File: src/rtl/core/rssb_pkg.sv
`default_nettype none

package rssb_pkg;

    localparam int LINE_BYTES_MAX = 4096;
    localparam int ADDRESS_BITS   = 24;

    localparam int OUT_ADDR_W = 24;
    localparam int COUNT_W    = 12;
    localparam int COUNT_CAP  = ((LINE_BYTES_MAX - 1) < 4095) ? (LINE_BYTES_MAX - 1) : 4095;

    localparam int STRIDE_W = 13;
    localparam int ROWS_W   = 8;
    localparam int SCALE_W  = 4;
    localparam int PIXEL_W  = 8;
    localparam int RUN_W    = 7;
    localparam int CFG_W    = 24;
    localparam int CFG_IDX_W = 3;

    localparam logic [STRIDE_W-1:0]   STRIDE_RST = 13'd640;
    localparam logic [OUT_ADDR_W-1:0] START_RST  = 24'd0;
    localparam logic [ROWS_W-1:0]     ROWS_RST   = 8'd1;
    localparam logic [SCALE_W-1:0]    SCALE_RST  = 4'd1;

    typedef enum logic [1:0] {
        KIND_SPAN   = 2'd0,
        KIND_REWIND = 2'd1,
        KIND_DONE   = 2'd2
    } t_kind;

    typedef enum logic [CFG_IDX_W-1:0] {
        CFG_STRIDE   = 3'd0,
        CFG_START    = 3'd1,
        CFG_ROWS     = 3'd2,
        CFG_SCALE    = 3'd3,
        CFG_COLORIZE = 3'd4,
        CFG_FILL     = 3'd5,
        CFG_ALPHA    = 3'd6
    } t_cfg_idx;

    // settings that take effect on the next byte
    typedef struct packed {
        logic [STRIDE_W-1:0] stride;
        logic [SCALE_W-1:0]  scale;
        logic                colorize;
        logic [PIXEL_W-1:0]  fill_color;
        logic                alpha_en;
    } t_cfg;

    // reload of the sprite walk, with the values being written
    typedef struct packed {
        logic                  go;
        logic [OUT_ADDR_W-1:0] start_offset;
        logic [ROWS_W-1:0]     row_count;
    } t_restart;

    typedef struct packed {
        t_kind                 kind;
        logic [OUT_ADDR_W-1:0] address;
        logic [PIXEL_W-1:0]    pixel_value;
        logic [SCALE_W-1:0]    span_length;
        logic                  alpha_write;
        logic [COUNT_W-1:0]    rewind_bytes;
    } t_result;

endpackage

`default_nettype wire

File: src/rtl/core/rle_sprite_scaled_blitter_top.sv
`default_nettype none

// Channel  | Direction | Handshake          | Payload
// ---------+-----------+--------------------+----------------------------------------------
// input    | in        | i_valid / o_stall  | i_data_byte
// output   | out       | o_valid / i_stall  | o_kind o_address o_pixel_value o_span_length
//          |           |                    | o_alpha_write o_rewind_bytes
// config   | in        | i_cfg_we           | i_cfg_index i_cfg_data
//
// One byte is taken per cycle while o_stall is low; its request, if any, shows on the output in the next cycle.
// The rate is set by the single output register: a new byte enters while it drains.
// o_stall rises only while a request sits in the output register and i_stall is high.
// Synchronous active-low reset restores register defaults and restarts the sprite.
// A write to start offset or row count restarts the sprite walk.

module rle_sprite_scaled_blitter_top (
    input  wire logic                                 i_clk,
    input  wire logic                                 i_rst_n,
    input  wire logic                                 i_valid,
    output logic                                      o_stall,
    input  wire logic [rssb_pkg::PIXEL_W-1:0]         i_data_byte,
    output logic                                      o_valid,
    input  wire logic                                 i_stall,
    output logic [1:0]                                o_kind,
    output logic [rssb_pkg::OUT_ADDR_W-1:0]           o_address,
    output logic [rssb_pkg::PIXEL_W-1:0]              o_pixel_value,
    output logic [rssb_pkg::SCALE_W-1:0]              o_span_length,
    output logic                                      o_alpha_write,
    output logic [rssb_pkg::COUNT_W-1:0]              o_rewind_bytes,
    input  wire logic                                 i_cfg_we,
    input  wire logic [rssb_pkg::CFG_IDX_W-1:0]       i_cfg_index,
    input  wire logic [rssb_pkg::CFG_W-1:0]           i_cfg_data
);

    logic [rssb_pkg::STRIDE_W-1:0]   r_stride;
    logic [rssb_pkg::OUT_ADDR_W-1:0] r_start;
    logic [rssb_pkg::ROWS_W-1:0]     r_rows;
    logic [rssb_pkg::SCALE_W-1:0]    r_scale;
    logic                            r_colorize;
    logic [rssb_pkg::PIXEL_W-1:0]    r_fill;
    logic                            r_alpha_en;

    rssb_pkg::t_cfg     cfg;
    rssb_pkg::t_restart restart;
    rssb_pkg::t_result  dec_res;
    rssb_pkg::t_result  out_res;
    logic               dec_fire;
    logic               accept;
    logic               out_valid;
    logic               wr_start;
    logic               wr_rows;

    always_ff @(posedge i_clk) begin
        if (!i_rst_n) begin
            r_stride   <= rssb_pkg::STRIDE_RST;
            r_start    <= rssb_pkg::START_RST;
            r_rows     <= rssb_pkg::ROWS_RST;
            r_scale    <= rssb_pkg::SCALE_RST;
            r_colorize <= 1'b0;
            r_fill     <= '0;
            r_alpha_en <= 1'b0;
        end else if (i_cfg_we) begin
            unique case (rssb_pkg::t_cfg_idx'(i_cfg_index))
                rssb_pkg::CFG_STRIDE:   r_stride   <= i_cfg_data[rssb_pkg::STRIDE_W-1:0];
                rssb_pkg::CFG_START:    r_start    <= i_cfg_data[rssb_pkg::OUT_ADDR_W-1:0];
                rssb_pkg::CFG_ROWS:     r_rows     <= i_cfg_data[rssb_pkg::ROWS_W-1:0];
                rssb_pkg::CFG_SCALE:    r_scale    <= i_cfg_data[rssb_pkg::SCALE_W-1:0];
                rssb_pkg::CFG_COLORIZE: r_colorize <= i_cfg_data[0];
                rssb_pkg::CFG_FILL:     r_fill     <= i_cfg_data[rssb_pkg::PIXEL_W-1:0];
                rssb_pkg::CFG_ALPHA:    r_alpha_en <= i_cfg_data[0];
                default: begin
                end
            endcase
        end
    end

    assign wr_start = i_cfg_we && (i_cfg_index == rssb_pkg::CFG_START);
    assign wr_rows  = i_cfg_we && (i_cfg_index == rssb_pkg::CFG_ROWS);

    // restart from the value being written, not the stale register
    assign restart.go           = wr_start || wr_rows;
    assign restart.start_offset = wr_start ? i_cfg_data[rssb_pkg::OUT_ADDR_W-1:0] : r_start;
    assign restart.row_count    = wr_rows ? i_cfg_data[rssb_pkg::ROWS_W-1:0] : r_rows;

    assign cfg.stride     = r_stride;
    assign cfg.scale      = r_scale;
    assign cfg.colorize   = r_colorize;
    assign cfg.fill_color = r_fill;
    assign cfg.alpha_en   = r_alpha_en;

    assign o_stall = out_valid && i_stall;
    assign accept  = i_valid && !o_stall;

    rssb_decode u_decode (
        .i_clk       (i_clk),
        .i_rst_n     (i_rst_n),
        .i_accept    (accept),
        .i_data_byte (i_data_byte),
        .i_cfg       (cfg),
        .i_restart   (restart),
        .o_fire      (dec_fire),
        .o_res       (dec_res)
    );

    rssb_out_reg u_out_reg (
        .i_clk   (i_clk),
        .i_rst_n (i_rst_n),
        .i_load  (dec_fire),
        .i_res   (dec_res),
        .i_stall (i_stall),
        .o_valid (out_valid),
        .o_res   (out_res)
    );

    assign o_valid        = out_valid;
    assign o_kind         = out_res.kind;
    assign o_address      = out_res.address;
    assign o_pixel_value  = out_res.pixel_value;
    assign o_span_length  = out_res.span_length;
    assign o_alpha_write  = out_res.alpha_write;
    assign o_rewind_bytes = out_res.rewind_bytes;

endmodule

`default_nettype wire

File: src/rtl/core/rssb_decode.sv
`default_nettype none

module rssb_decode (
    input  wire logic                                 i_clk,
    input  wire logic                                 i_rst_n,
    input  wire logic                                 i_accept,
    input  wire logic [rssb_pkg::PIXEL_W-1:0]         i_data_byte,
    input  wire rssb_pkg::t_cfg                       i_cfg,
    input  wire rssb_pkg::t_restart                   i_restart,
    output logic                                      o_fire,
    output rssb_pkg::t_result                         o_res
);

    localparam int AW = rssb_pkg::ADDRESS_BITS;
    localparam int SW = rssb_pkg::SCALE_W;
    localparam int CW = rssb_pkg::COUNT_W;

    logic [AW-1:0]                 r_line_addr, n_line_addr;
    logic [AW-1:0]                 r_wr_addr,   n_wr_addr;
    logic [rssb_pkg::ROWS_W-1:0]   r_rows_left, n_rows_left;
    logic [SW-1:0]                 r_rep_rows,  n_rep_rows;
    logic [rssb_pkg::RUN_W-1:0]    r_run_left,  n_run_left;
    logic [CW-1:0]                 r_count,     n_count;
    logic                          r_done,      n_done;

    logic [SW-1:0]                 sc;
    logic [CW-1:0]                 count_inc;
    logic [7:0]                    skip;
    logic [11:0]                   skip_len;
    logic [AW-1:0]                 next_line;
    logic [rssb_pkg::ROWS_W-1:0]   rows_dec;
    logic                          active;

    assign sc        = (i_cfg.scale == '0) ? SW'(1) : i_cfg.scale;
    assign count_inc = (r_count < CW'(rssb_pkg::COUNT_CAP)) ? r_count + CW'(1) : r_count;
    assign skip      = 8'd0 - i_data_byte;
    assign skip_len  = {4'd0, skip} * {8'd0, sc};
    assign next_line = r_line_addr + AW'(i_cfg.stride);
    assign rows_dec  = r_rows_left - 8'd1;
    assign active    = i_accept && !r_done && (r_rows_left != '0);

    always_comb begin
        n_line_addr = r_line_addr;
        n_wr_addr   = r_wr_addr;
        n_rows_left = r_rows_left;
        n_rep_rows  = r_rep_rows;
        n_run_left  = r_run_left;
        n_count     = r_count;
        n_done      = r_done;
        o_fire      = 1'b0;
        o_res       = '0;
        if (active) begin
            n_count = count_inc;
            if (r_run_left != '0) begin
                o_fire            = 1'b1;
                o_res.kind        = rssb_pkg::KIND_SPAN;
                o_res.address     = rssb_pkg::OUT_ADDR_W'(r_wr_addr);
                o_res.pixel_value = i_cfg.colorize ? i_cfg.fill_color : i_data_byte;
                o_res.span_length = sc;
                o_res.alpha_write = i_cfg.alpha_en;
                n_wr_addr         = r_wr_addr + AW'(sc);
                n_run_left        = r_run_left - 7'd1;
            end else if (i_data_byte == '0) begin
                n_line_addr = next_line;
                n_wr_addr   = next_line;
                n_count     = '0;
                if (({1'b0, r_rep_rows} + 5'd1) < {1'b0, sc}) begin
                    // ask the source to resend this line for the next copy
                    o_fire             = 1'b1;
                    o_res.kind         = rssb_pkg::KIND_REWIND;
                    o_res.rewind_bytes = count_inc;
                    n_rep_rows         = r_rep_rows + SW'(1);
                end else begin
                    n_rows_left = rows_dec;
                    n_rep_rows  = '0;
                    if (rows_dec == '0) begin
                        o_fire     = 1'b1;
                        o_res.kind = rssb_pkg::KIND_DONE;
                        n_done     = 1'b1;
                    end
                end
            end else if (i_data_byte[7]) begin
                n_wr_addr = r_wr_addr + AW'(skip_len);
            end else begin
                n_run_left = i_data_byte[6:0];
            end
        end
    end

    always_ff @(posedge i_clk) begin
        if (!i_rst_n) begin
            r_line_addr <= AW'(rssb_pkg::START_RST);
            r_wr_addr   <= AW'(rssb_pkg::START_RST);
            r_rows_left <= rssb_pkg::ROWS_RST;
            r_rep_rows  <= '0;
            r_run_left  <= '0;
            r_count     <= '0;
            r_done      <= 1'b0;
        end else if (i_restart.go) begin
            r_line_addr <= AW'(i_restart.start_offset);
            r_wr_addr   <= AW'(i_restart.start_offset);
            r_rows_left <= i_restart.row_count;
            r_rep_rows  <= '0;
            r_run_left  <= '0;
            r_count     <= '0;
            r_done      <= 1'b0;
        end else begin
            r_line_addr <= n_line_addr;
            r_wr_addr   <= n_wr_addr;
            r_rows_left <= n_rows_left;
            r_rep_rows  <= n_rep_rows;
            r_run_left  <= n_run_left;
            r_count     <= n_count;
            r_done      <= n_done;
        end
    end

    a_done_rows: assert property (@(posedge i_clk) disable iff (!i_rst_n)
        r_done |-> (r_rows_left == '0))
        else $error("done set while rows remain");

    a_run_not_done: assert property (@(posedge i_clk) disable iff (!i_rst_n)
        (r_run_left != '0) |-> !r_done)
        else $error("literal run pending after sprite done");

    a_rewind_scaled: assert property (@(posedge i_clk) disable iff (!i_rst_n)
        (o_fire && (o_res.kind == rssb_pkg::KIND_REWIND)) |-> (sc > SW'(1)))
        else $error("rewind request without vertical scaling");

endmodule

`default_nettype wire

File: src/rtl/core/rssb_out_reg.sv
`default_nettype none

module rssb_out_reg (
    input  wire logic              i_clk,
    input  wire logic              i_rst_n,
    input  wire logic              i_load,
    input  wire rssb_pkg::t_result i_res,
    input  wire logic              i_stall,
    output logic                   o_valid,
    output rssb_pkg::t_result      o_res
);

    logic              r_valid;
    rssb_pkg::t_result r_res;

    always_ff @(posedge i_clk) begin
        if (!i_rst_n) begin
            r_valid <= 1'b0;
        end else if (i_load) begin
            r_valid <= 1'b1;
        end else if (!i_stall) begin
            r_valid <= 1'b0;
        end
    end

    // payload loads only when the slot is free or being drained
    always_ff @(posedge i_clk) begin
        if (i_load) begin
            r_res <= i_res;
        end
    end

    assign o_valid = r_valid;
    assign o_res   = r_res;

    a_span_len: assert property (@(posedge i_clk) disable iff (!i_rst_n)
        (r_valid && (r_res.kind == rssb_pkg::KIND_SPAN))
            |-> ((r_res.span_length != '0) && (r_res.rewind_bytes == '0)))
        else $error("span request with bad length or rewind count");

    a_ctrl_clean: assert property (@(posedge i_clk) disable iff (!i_rst_n)
        (r_valid && (r_res.kind != rssb_pkg::KIND_SPAN))
            |-> ((r_res.address == '0) && (r_res.pixel_value == '0)
                 && (r_res.span_length == '0) && !r_res.alpha_write))
        else $error("control request carries pixel fields");

endmodule

`default_nettype wire
File: config.mk
export PLATFORM = sky130hd
export DESIGN_NAME = rle_sprite_scaled_blitter_top
export DESIGN_NICKNAME = d
export VERILOG_FILES = /design/src/rtl/core/rssb_pkg.sv /design/src/rtl/core/rle_sprite_scaled_blitter_top.sv /design/src/rtl/core/rssb_decode.sv /design/src/rtl/core/rssb_out_reg.sv
export SDC_FILE = /design/constraint.sdc
export NUM_CORES = 1
export LEC_CHECK = 0
export BUFFER_PORTS_ARGS = -buffer_cell sky130_fd_sc_hd__buf_2
export CORE_MARGIN = 3
export CORE_UTILIZATION = 45
export DETAILED_ROUTE_END_ITERATION = 16
export HOLD_SLACK_MARGIN = 0.15
export PLACE_DENSITY_LB_ADDON = 0.2
export SETUP_SLACK_MARGIN = 0.05
export SYNTH_ARGS = -nofsm -noshare
export SYNTH_HDL_FRONTEND = slang
export SYNTH_SLANG_ARGS = --single-unit
File: constraint.sdc
create_clock -name i_clk -period 13.4 [get_ports i_clk]
set_clock_uncertainty 0.1 [all_clocks]
set_input_delay 0.67 -clock i_clk [delete_from_list [all_inputs] [get_ports i_clk]]
set_output_delay 0.67 -clock i_clk [all_outputs]
set_load 0.005 [all_outputs]
Word level (Yosys, flattened, before mapping)
Cells that the tools add are included.
Word-level totals
  register bits: 191
  input bits: 40
  word-level logic and storage cells: 120
Operators by class
  add/sub/neg operators: 9
  multiply operators: 1
  $lt $le $gt $ge: 2
  equality and inequality tests: 11
  muxes and demuxes: 34
  bitwise logic cells: 5
  reduce and logical (&&, ||, !) cells: 36
Operators by type and width (count)
  two-way mux 24 bit: 10
  two-way mux 8 bit: 7
  two-way mux 12 bit: 3
  adder 24 x 12 -> 24 bit: 1
  adder 24 x 13 -> 24 bit: 1
  adder 24 x 4 -> 24 bit: 1
  two-way mux 7 bit: 3
  AND reduction 2 bit: 9
  logical NOT 8 bit: 2
  adder 12 x 1 -> 12 bit, second input constant: 1
  less-than comparator 12 bit, second input constant: 1
  multiplier 8 x 4 -> 12 bit: 1
  equality test 3 bit, second input constant: 3
  AND reduction 3 bit: 3
  two-way mux 1 bit: 8
  two-way mux 4 bit: 2
  nonzero test 8 bit: 1
  OR reduction 4 bit: 2
  subtractor 1 x 8 -> 8 bit, first input constant: 1
  subtractor 8 x 1 -> 8 bit, second input constant: 1
  nonzero test 7 bit: 1
  subtractor 7 x 1 -> 7 bit, second input constant: 1
  equality test 3 x 2 -> 1 bit, second input constant: 2
  logical AND 1 bit: 6
  18 further kinds: 27

Depth between registers and ports, before layout
Gate-level depths: netlist of the first run.
  word-level depth: 9
  gate-level depth with buffers: 19

Modules after synthesis
From an unflattened synthesis of the first run, not the netlist that was laid out.
Unflattened totals
  cell total of the unflattened synthesis: 1463
  area total of the unflattened synthesis: 12497.0 µm²
Modules (own cells, without submodules)
  rssb_decode: instances 1, cells an instance 1142, area each 8226.6 µm², sequential area each 1601.5 µm²
  rle_sprite_scaled_blitter_top: instances 1, cells an instance 267, area each 2707.6 µm², sequential area each 1181.1 µm²
  rssb_out_reg: instances 1, cells an instance 54, area each 1562.7 µm², sequential area each 1551.5 µm²

Least setup slack after synthesis of the first run
OpenSTA, ideal clock, no wires.
  path type: input to register
  start: input port i_data_byte[0] (netlist bit)
  end: register u_out_reg.r_res (netlist bit u_out_reg.o_res[0]), enable pin
  library setup time: 0.476 ns
  data arrival time: 4.522 ns
  path slack: 8.302 ns
  stages: 7
  buffers on the path: 2
  cell sequence: inv_1 > ha_1 > nand4_1 > clkbuf_1 > clkbuf_1 > o21bai_1 > a21oi_1
On the way
  word-level cells in the longest chain between the ends: 4
RTL lines
  start, declared: line rle_sprite_scaled_blitter_top.sv:21  | input wire logic [rssb_pkg::PIXEL_W-1:0] i_data_byte,
  logical NOT 8 bit: line rssb_decode.sv:63  | end else if (i_data_byte == '0) begin
  two-way mux 1 bit: line rssb_decode.sv:63
  two-way mux 1 bit: line rssb_decode.sv:54  | if (r_run_left != '0) begin
  two-way mux 1 bit: line rssb_decode.sv:52  | if (active) begin
  net dec_fire: line rle_sprite_scaled_blitter_top.sv:47  | logic dec_fire;
  end signal, assigned: line rssb_out_reg.sv:29  | r_res <= i_res;
  end, declared: line rssb_out_reg.sv:14  | rssb_pkg::t_result r_res;
The timed path passes the listed nets, and every way through them passes these cells.
A chain may end at the register's enable or synchronous reset.

Worst setup path after layout of the first run
  start: input port i_data_byte[0] (netlist bit)
  end: register u_decode.r_wr_addr[17]
On the way
  word-level cells in the longest chain between the ends: 8
  elaborated cells between the ends (all ways): 11
  those cells by class: add/sub: 2; mul: 1; mux: 5; reduce/logical: 3
RTL lines
  subtractor 1 x 8 -> 8 bit: line rssb_decode.sv:36  | assign skip = 8'd0 - i_data_byte;
  multiplier 8 x 4 -> 12 bit: line rssb_decode.sv:37  | assign skip_len = {4'd0, skip} * {8'd0, sc};
  adder 24 x 12 -> 24 bit: line rssb_decode.sv:83  | n_wr_addr = r_wr_addr + AW'(skip_len);
  two-way mux 24 bit: line rssb_decode.sv:82  | end else if (i_data_byte[7]) begin
  two-way mux 24 bit: line rssb_decode.sv:63
  two-way mux 24 bit: line rssb_decode.sv:54
  two-way mux 24 bit: line rssb_decode.sv:52
  two-way mux 24 bit: line rssb_decode.sv:99  | end else if (i_restart.go) begin
  end signal, assigned: line rssb_decode.sv:93  | r_wr_addr <= AW'(rssb_pkg::START_RST);
  end signal, assigned: line rssb_decode.sv:101  | r_wr_addr <= AW'(i_restart.start_offset);
  end signal, assigned: line rssb_decode.sv:109  | r_wr_addr <= n_wr_addr;
  end, declared: line rssb_decode.sv:19  | logic [AW-1:0] r_wr_addr, n_wr_addr;
Several ways; a longest one is shown, not always the timed one. The select of a mux whose other input is x is not followed.

==> impl_metrics.yaml, run 1 <==
power_and_ir_drop:
  ir_drop_mv: 0.2929
  p_int_uw: 1290
  p_seq_share_pct: 38.0
  switching_share_pct: 39.71
  powerDensity_nw_per_um2: 166.2
  totalPowerFinal_uw: 2139
  clkPwrFrac_pct: 23.6
  p_comb_share_pct: 38.4
  power_switching_uw: 849.4
  p_leak_uw: 0.005037
critical_path:
  path_max_fanout: 6
  ff2ff_setup_slack_ps: 8390
  path_class: "in2reg"
  cp-end-kind: "flop"
  arrival_ps: 5610
  crit_path_start_kind: "input pin"
  critPathRequiredTime_ps: 13640
clocking:
  clkTransAtPathRegs_ps: 70
  htreeDepth: 4
  ctsHoldBuffers: 0
  clkSinkCount: 191
  cts_tree: "built"
  clock_latency_ps: 450
  clock_path_buffers: 2
  cts-root-buf: "clkbuf_16"
  ctsResizeCount: 0
  post_cts_buffers: 0
  cts_made_buffers: 17
sta:
  finalCritPeriodShare_pct: 40.12
  maxSlewViolCount: 0
  max_freq_mhz: 186.0
  period_needed_ps: 5377
  worstMarginPinSlew_ps: 1024
  rsz0062_at_grt: "false"
  timing.setup.tns_ps: 0
  maxSlewHeadroom_pct: 31.27
  setup_viol: 0
  final_hold_viol_count: 0
grt:
  antenna_found_initial: 0
  grt_first_pass_wirelength_um: 51270
  grt_pass1_vias: 9325
  overflow: 0
  grt.total_usage_pct: 22.62
  grt_max_degree: 92
routing:
  totalWireLength_um: 31880
  drt_first_pass_iters: 6
  vias: 10140
  wl_per_cell_um: 17.79
  initialDrtViolationCount: 829
  drc: 0
  ant_nets: 0
  via_per_inst: 5.661
synthesis:
  synth_largest_area_cell: "dfxtp_1"
  synth-seq-cells: 191
  synthSimpleGateAreaFrac_pct: 22.32
  synth_ff_type: "dfxtp_1"
  synth.net_count: 1509
  synth.area.top_cells: "dfxtp_1, edfxtp_1, nand2_1"
  synth_mux_area_share_pct: 2.256
  netlist.area_leader.share_pct: 24.06
  synth-seq-area-share_pct: 37.21
  yosysWarningCount: 0
  syn_area_um2: 11650
  synth_compound_area_share_pct: 18.78
  synth_edf_count: 51
  synth_top_family_by_area: "simple AND/OR/NAND/NOR gates"
  synth.avg_cell_area_um2: 8.331
  ys_types: 82
  synth_fa_ha_area_share_pct: 9.045
  yosys.area_share.xor_xnor_pct: 5.414
  async_flop_share_pct: 0
  syn-instance-count: 1398
placed_design:
  routabilityCongestion: 0.9175
  dpl.hpwl_um: 22400
  portBuffers: 92
layout:
  layout_commonest_cell: "nand2_1"
  area_growth_pct: 10.48
  multi_input_area_um2: 6750
  nets: 1560
  final_cell_mix: "nand2_1, a21oi_1, dfxtp_1"
  final_layout_size_suffix_gt1_share_pct: 11.42
  diodes: 0
  seq_area_um2: 4334
  final.fill_count: 2418
floorplanning:
  rows: 58
  die_area_um2: 27850
  coreArea_um2: 25330
  start_util_pct: 45.99
  die_y_um: 166.9
  die_w_um: 166.9
  io_pins: 93
job:
  max_cap_viol_count: 0
status:
  status: "complete, no violations"
min_path:
  min_path_type: "reg2reg"
[power by group through the flow]
stage               registers (uW)  clock network, uW  logic (uW)
finish                         812                505         822
CTS                            811                514         824
global placement               823                  0         806
detailed placement             824                  0         818
floorplan                      822                  0         565
global route                   829                535         916
[per-layer routing]
layer / wire (um) / track usage [%] / vias to the layer above
li1: - / - / 4988
met1: 15470 / 33.62 / 4826
met2: 14300 / 34.89 / 311
met3: 1849 / 3.489 / 19
met4: 260 / 4.986 / 0
met5: 0 / 0 / -
[worst paths after layout]
path	startpoint	to	depth (start not counted)
worst min register to register	r_rows[0]	r_rows[0]	2
worst max-delay path	i_data_byte[0]	u_decode.r_wr_addr[17]	19
worst min-delay path	r_rows[0]	r_rows[0]	2
worst max register to register	r_scale[3]	u_decode.r_wr_addr[17]	14
[synth_stat cells, types with 5 or more instances]
master	n
o21ai_0	50
a21oi_1	141
a221oi_1	6
and3_1	23
edfxtp_1	51
nand2b_1	7
nor4_1	9
a31oi_1	12
fa_1	22
and2_1	30
o21ai_1	6
nor3_1	25
dfxtp_1	140
xor2_1	24
nand2_1	241
ha_1	49
o21bai_1	7
nor2_1	124
inv_1	70
xnor2_1	48
nor2b_1	9
clkbuf_1	53
mux2i_1	24
o22ai_1	6
nand4_1	21
buf_2	10
nand3_1	30
a211oi_1	12
nor3b_1	5
o221ai_1	5
o21a_1	14
a22oi_1	15
a21o_1	6
a311oi_1	6
o211ai_1	24
[registers in the layout, indices dropped and copies added, names as in the netlist]
signal and flops:
u_decode.r_line_addr 24, r_alpha_en 1, u_decode.r_run_left 7, r_scale 4, u_decode.r_wr_addr 24, r_start 24, u_decode.r_rows_left 8, u_out_reg.o_valid 1
r_colorize 1, u_decode.r_rep_rows 4, u_decode.r_done 1, r_stride 13, r_fill 8, u_out_reg.o_res 51, r_rows 8, u_decode.r_count 12
[cell type report]
type,instances,share of cell area (%)
Clock buffer,18,3.335
Sequential cell,191,33.68
Clock inverter,14,1.031
Timing Repair Buffer,103,4.220
Multi-Input combinational cell,1065,52.45
Inverter,71,2.071
Tap cell,330,3.209
[stage by stage]
step	instance area [um^2]	setup WS (ps)	hold WS, ps	utilization [%]	std cells
detailed placement	12310	7652	340.1	48.59	1760
CTS	12870	8078	352.0	50.81	1792
global placement	12310	7746	332.3	48.59	1760
floorplan	11650	8302	322.7	-	1398
global route	12870	7733	361.9	50.81	1792
finish	12870	8023	352.2	50.81	1792
[critical path, cell delays in order]
cell	delay [ps]
buf_2	130
inv_1	100
ha_1	260
xnor2_1	320
and2_1	220
fa_1	460
fa_1	550
inv_1	50
fa_1	500
inv_1	40
ha_1	340
o21a_1	210
a21oi_1	290
a211oi_1	200
o41ai_2	610
o21ai_0	200
nand2_1	90
o211ai_1	80
a221oi_1	270
[cell families after synthesis]
family | count (synthesis)
simple gates | 554
mux | 26
xor+xnor | 72
compound gates | 342
fa+ha+maj | 71
flops | 191
buf+inv | 142
(Power assumes the default switching activity.)
==> run 2: changes to the inputs <==
Clock period 13.4 ns to 4.95 ns, I/O delays scaled along.
==> run 2 against run 1 <==
  * Die area unchanged
  * Sequential share of layout area down 1.7 points
  * Total power rose to 2.8 times the previous value
  * Critical path type unchanged
  * Largest cell class unchanged
==> impl_metrics.yaml, run 2 (same netlist as run 1, synthesis figures left out) <==
layout:
  utilization_pct: 53.48
  final.fill_count: 2412
  diodes: 0
  largest_register_ffs: 51
  final_layout_size_suffix_gt1_share_pct: 14.24
  layout_commonest_cell: "nand2_1"
  nets: 1629
  area_growth_pct: 16.28
  final_cell_mix: "nand2_1, a21oi_1, dfxtp_1"
clocking:
  cts_tree: "built"
  clock_path_buffers: 2
  clkSinkCount: 191
  clock_latency_ps: 440
  clkTransAtPathRegs_ps: 80
  htreeDepth: 4
  cts-root-buf: "clkbuf_16"
  cts_made_buffers: 17
grt:
  antenna_found_initial: 0
  grt_max_degree: 91
  grt_pass1_vias: 10080
  grt_first_pass_wirelength_um: 53410
  grt.total_usage_pct: 23.56
  overflow: 0
min_path:
  min_path_type: "in2reg"
  hold_path_startpoint: "i_data_byte[6]"
floorplanning:
  io_pins: 93
  rows: 58
  die_area_um2: 27850
  coreArea_um2: 25330
  die_y_um: 166.9
  die_w_um: 166.9
  start_util_pct: 45.99
status:
  status: "complete, no violations"
placed_design:
  pre_cts_slack_ps: -202.8
  dpl.hpwl_um: 23100
  portBuffers: 92
  routabilityCongestion: 0.9316
critical_path:
  arrival_ps: 4890
  critPathRequiredTime_ps: 5170
  cp-end-kind: "flop"
  path_class: "in2reg"
  cp-startpoint: "i_data_byte[0]"
  path_max_fanout: 5
  crit_path_start_kind: "input pin"
  rr_startpoint: "r_scale[1]"
routing:
  wl_per_cell_um: 17.65
  vias: 10430
  drt_first_pass_iters: 6
  totalWireLength_um: 32850
  ant_nets: 0
  initialDrtViolationCount: 771
  via_per_inst: 5.605
  drc: 0
sta:
  setup_slack_ps: 277.1
  maxSlewViolCount: 0
  setup_viol: 0
  maxSlewHeadroom_pct: 32.82
  period_needed_ps: 4673
  worstMarginPinSlew_ps: 1008
  rsz0062_at_grt: "false"
  finalCritPeriodShare_pct: 94.40
  max_freq_mhz: 214.0
  final_hold_viol_count: 0
power_and_ir_drop:
  powerDensity_nw_per_um2: 440.1
  p_leak_uw: 0.005382
  ir_drop_mv: 0.7926
job:
  max_cap_viol_count: 0
-- run 2: changes by cell type in the layout (fill, tap and decap cells not counted), sizes merged --
cell | previous run | this run
clkinvlp | 2 | 3
clkinv | 6 | 4
inv | 76 | 77
bufinv | 1 | 0
dlygate4sd3 | 0 | 31
clkbuf | 18 | 19
buf | 103 | 141
-- run 2: final timing paths --
path	cells after the start	slack (ps)	end
hold / removal	3	160	u_out_reg.o_res[23]
hold reg to reg	2	350	r_rows[0]
setup / recovery	22	280	u_decode.r_wr_addr[14]
setup reg to reg	17	300	u_decode.r_wr_addr[14]
-- run 2: metal layers --
metal  track usage [%]  vias up  wire [um]  part of all wire (%)
li1                  -     5136          -                     -
met1             33.66     4977      15500                    47
met2             36.98      289      15040                    46
met3             4.035       29       1934                   5.9
met4             6.564        0        374                   1.1
met5                 0        -          0                     0
-- run 2: critical path: stages --
cell       delay [ps]
buf_2             120
inv_1              80
ha_2              230
nand2_1            80
xor2_1            220
and2_1            180
fa_1              440
fa_1              540
inv_1              50
fa_1              510
inv_1              50
ha_1              380
a21oi_2           250
nor3_4             60
a2111oi_4         420
buf_4             190
o31ai_4            80
buf_4             150
a211oi_1          240
o21ai_0           130
a21oi_1           150
o21ai_0            80
-- run 2: through the flow --
stage / std cells / hold WS, ps / power (uW) / TNS, ps / cell area (um^2)
2_1_floorplan: 1398 / 271.5 / 3748 / 0 / 11650
3_3_place_gp: 1796 / 332.2 / 4535 / -432.2 / 12590
3_5_place_dp: 1796 / 340.3 / 4585 / -1144 / 12590
4_1_cts: 1859 / 155.4 / 5963 / 0 / 13460
5_1_grt: 1861 / 188.1 / 6367 / 0 / 13540
6_report: 1861 / 160.7 / 5961 / 0 / 13540
-- run 2: power breakdown --
part | total (uW) | internal (uW) | leakage (uW) | switching, uW
Combinational | 2420 | 899 | 0.00348 | 1520
Clock | 1350 | 677 | 0.000269 | 671
Sequential | 2200 | 2000 | 0.00163 | 195
-- run 2: area by class of cell --
class                   count  area [um^2]  area share [%]
multi-input cells        1065         6812           50.29
flip-flops and latches    191         4337           32.02
repair buffers            172         1151           8.499
clock buffers              19        442.9           3.270
well taps                 330        412.9           3.049
inverters                  71        266.5           1.968
clock inverters            13        122.6          0.9053
-- run 2: what timing repair did --
action                                 4_1_cts  5_1_grt
endpoints found under the hold margin       90        0
buffers inserted                             0        2
setup endpoints to repair                    0       11
resized for setup                            0       16
hold buffers                                31        0
==> run 3: changes to the inputs <==
Settings changed: SYNTH_HIERARCHICAL set to 1.
==> run 3 against run 2 <==
  * Largest power group unchanged
  * Flip-flop and latch count is the same
  * Sequential power is essentially flat
  * Design area grew 6.1%
  * Total power grew 4.4%
  * Utilization shrank 0.45 points
  * Global-route usage grew 0.083 points
  * Critical path depth shrank 5
==> impl_metrics.yaml, run 3 <==
status:
  status: "complete, no violations"
critical_path:
  rr_startpoint: "r_scale[3]"
  path_max_fanout: 8
  crit_path_start_kind: "flop"
  max_stage_delay_ps: 540
  crit_chain: "buf_4 -> and2_1 -> fa_1 -> fa_1 -> inv_1 -> fa_1 -> inv_1 -> ha_1 -> o211ai_1 -> o21ai_0 -> buf_4 -> o2111a_1 -> buf_4 -> or4_1 -> nand3_1 -> o21ai_0 -> nand3_1"
  critPathRequiredTime_ps: 5220
  rr_endpoint: "u_decode/r_wr_addr[21]"
  rr_worst_depth: 17
  cp-end-kind: "flop"
  slowest_stage: "fa_1"
  path_class: "reg2reg"
  ff2ff_setup_slack_ps: 340
  arrival_ps: 4880
layout:
  stdcell_area_um2: 14370
  diodes: 0
  final_cell_mix: "nand2_1, dfxtp_1, nor2_1"
  nets: 1674
  layout_commonest_cell: "nand2_1"
  area_growth_pct: 15.00
  multi_input_area_um2: 7495
  largest_register_ffs: 51
  utilization_pct: 53.03
  final.fill_count: 2498
  seq_area_um2: 4335
  final_layout_size_suffix_gt1_share_pct: 15.05
synthesis:
  netlist.area_leader.share_pct: 22.43
  synth_edf_count: 51
  synth_largest_area_cell: "dfxtp_1"
  synth.area.top_cells: "dfxtp_1, edfxtp_1, mux2i_1"
  yosysMostFrequentCell: "nand2_1"
  async_flop_share_pct: 0
  yosysWarningCount: 6
  syn_area_um2: 12500
  synth_ff_type: "dfxtp_1"
  synth-seq-area-share_pct: 34.68
  yosys-top-cells-count: "nand2_1, dfxtp_1, nor2_1"
  synth-seq-cells: 191
  syn-instance-count: 1463
  synth.net_count: 1575
  synth.avg_cell_area_um2: 8.542
  ys_types: 80
clocking:
  cts_tree: "built"
  cts-root-buf: "clkbuf_16"
  clkTransAtPathRegs_ps: 80
  htreeDepth: 4
  clock_latency_ps: 440
  post_cts_buffers: 0
  clock_path_buffers: 2
  cts_made_buffers: 17
  clkSinkCount: 191
min_path:
  min_path_type: "in2reg"
  min_to: "u_out_reg/o_res[23]"
  hold_path_startpoint: "i_data_byte[6]"
  min_path_cells: 3
floorplanning:
  start_util_pct: 46.11
  rows: 60
  die_area_um2: 29810
  io_pins: 93
  die_y_um: 172.6
  die_w_um: 172.6
  coreArea_um2: 27100
placed_design:
  dpl.hpwl_um: 26310
  portBuffers: 92
  routabilityCongestion: 0.9270
  post_dp_cell_area_um2: 13440
sta:
  maxSlewHeadroom_pct: 28.91
  period_needed_ps: 4606
  maxSlewViolCount: 0
  rsz0062_at_grt: "false"
  whs_ps: 154.5
  max_freq_mhz: 217.1
  final_hold_viol_count: 0
  setup_viol: 0
  worstMarginPinSlew_ps: 1064
  finalCritPeriodShare_pct: 93.05
power_and_ir_drop:
  p_leak_uw: 0.005869
  ir_drop_mv: 0.3153
  powerDensity_nw_per_um2: 432.9
routing:
  initialDrtViolationCount: 861
  ant_nets: 0
  via_per_inst: 5.723
  totalWireLength_um: 35760
  vias: 11140
  wl_per_cell_um: 18.37
  drc: 0
  drt_first_pass_iters: 5
grt:
  antenna_found_initial: 0
  overflow: 0
  grt_max_degree: 74
  grt_first_pass_wirelength_um: 57110
  grt.total_usage_pct: 23.64
  grt_pass1_vias: 10390
job:
  max_cap_viol_count: 0
## run 3: cell count changes after synthesis, moves of 15 or more
cell      change
xnor2_1      -15
nand3_1      +20
nand2_1      -66
a21oi_1      -61
clkbuf_1     +26
o21ai_0      +32
mux2i_1      +55
mux2_2       +31
## run 3: worst max path at each step
stage          cells past startpoint      startpoint                endpoint
6_report                          17      r_scale[3]  u_decode/r_wr_addr[21]
5_1_grt                           19  i_data_byte[0]  u_decode/r_wr_addr[20]
4_1_cts                           16      r_scale[3]  u_decode/r_wr_addr[15]
3_5_place_dp                      20  i_data_byte[0]  u_decode/r_wr_addr[15]
3_3_place_gp                      20  i_data_byte[0]  u_decode/r_wr_addr[20]
2_1_floorplan                     18  i_data_byte[0]  u_decode/r_wr_addr[15]
## run 3: final cells by class
class / instances / share of cell area, %
clock buffers: 19 / 3.186
flip-flops and latches: 191 / 30.17
inverters: 76 / 1.985
well taps: 372 / 3.239
multi-input cells: 1098 / 52.15
repair buffers: 178 / 8.254
clock inverters: 13 / 1.019
## run 3: timing repair
action / in CTS / in global routing
endpoints found under the setup margin: 0 / 3
resized for setup: 0 / 4
endpoints found under the hold margin: 46 / 0
hold buffers: 31 / 0
## run 3: kinds of logic (layout without fill, tap and decap cells)
| family | count (synthesis) | count (layout) | share of synthesized area [%] |
|---|---|---|---|
| mux | 113 | 113 | 9.421 |
| compound gates | 325 | 325 | 16.90 |
| flops | 191 | 191 | 34.68 |
| xor+xnor | 58 | 58 | 4.065 |
| buf+inv | 174 | 286 | 5.707 |
| simple gates | 530 | 530 | 20.63 |
| fa+ha+maj | 72 | 72 | 8.590 |
## run 3: worst max-delay path, delay by kind of cell, from the launching register on
kind                       cells  cell delay, ps
adders and majority gates      4            1860
and+or+nand+nor                4             880
AOI/OAI and AO/OA              4             700
buffers and inverters          5             610
DFF                            1             370
## run 3: where the power goes
group | internal, uW | switching [uW] | leakage, uW | total, uW
Clock | 751 | 669 | 0.000299 | 1420
Combinational | 954 | 1620 | 0.00394 | 2580
Sequential | 2010 | 216 | 0.00163 | 2230
## run 3: layer usage
| metal | global-route usage, % | share of wire, % |
|---|---|---|
| met1 | 35.48 | 48 |
| met4 | 5.171 | 1.6 |
| met2 | 35.12 | 42 |
| met5 | 0 | 0 |
| met3 | 4.875 | 8.7 |
## run 3: through the flow
stage                     setup TNS (ps)  power, uW  instances  setup slack (ps)
after floorplan                        0       3849       1463             169.7
after global placement            -56.29       4745       1884            -29.51
after detailed placement          -354.7       4785       1884            -116.6
after CTS                              0       6225       1947             252.4
after global routing                   0       6623       1947             65.37
final                                  0       6222       1947             343.9
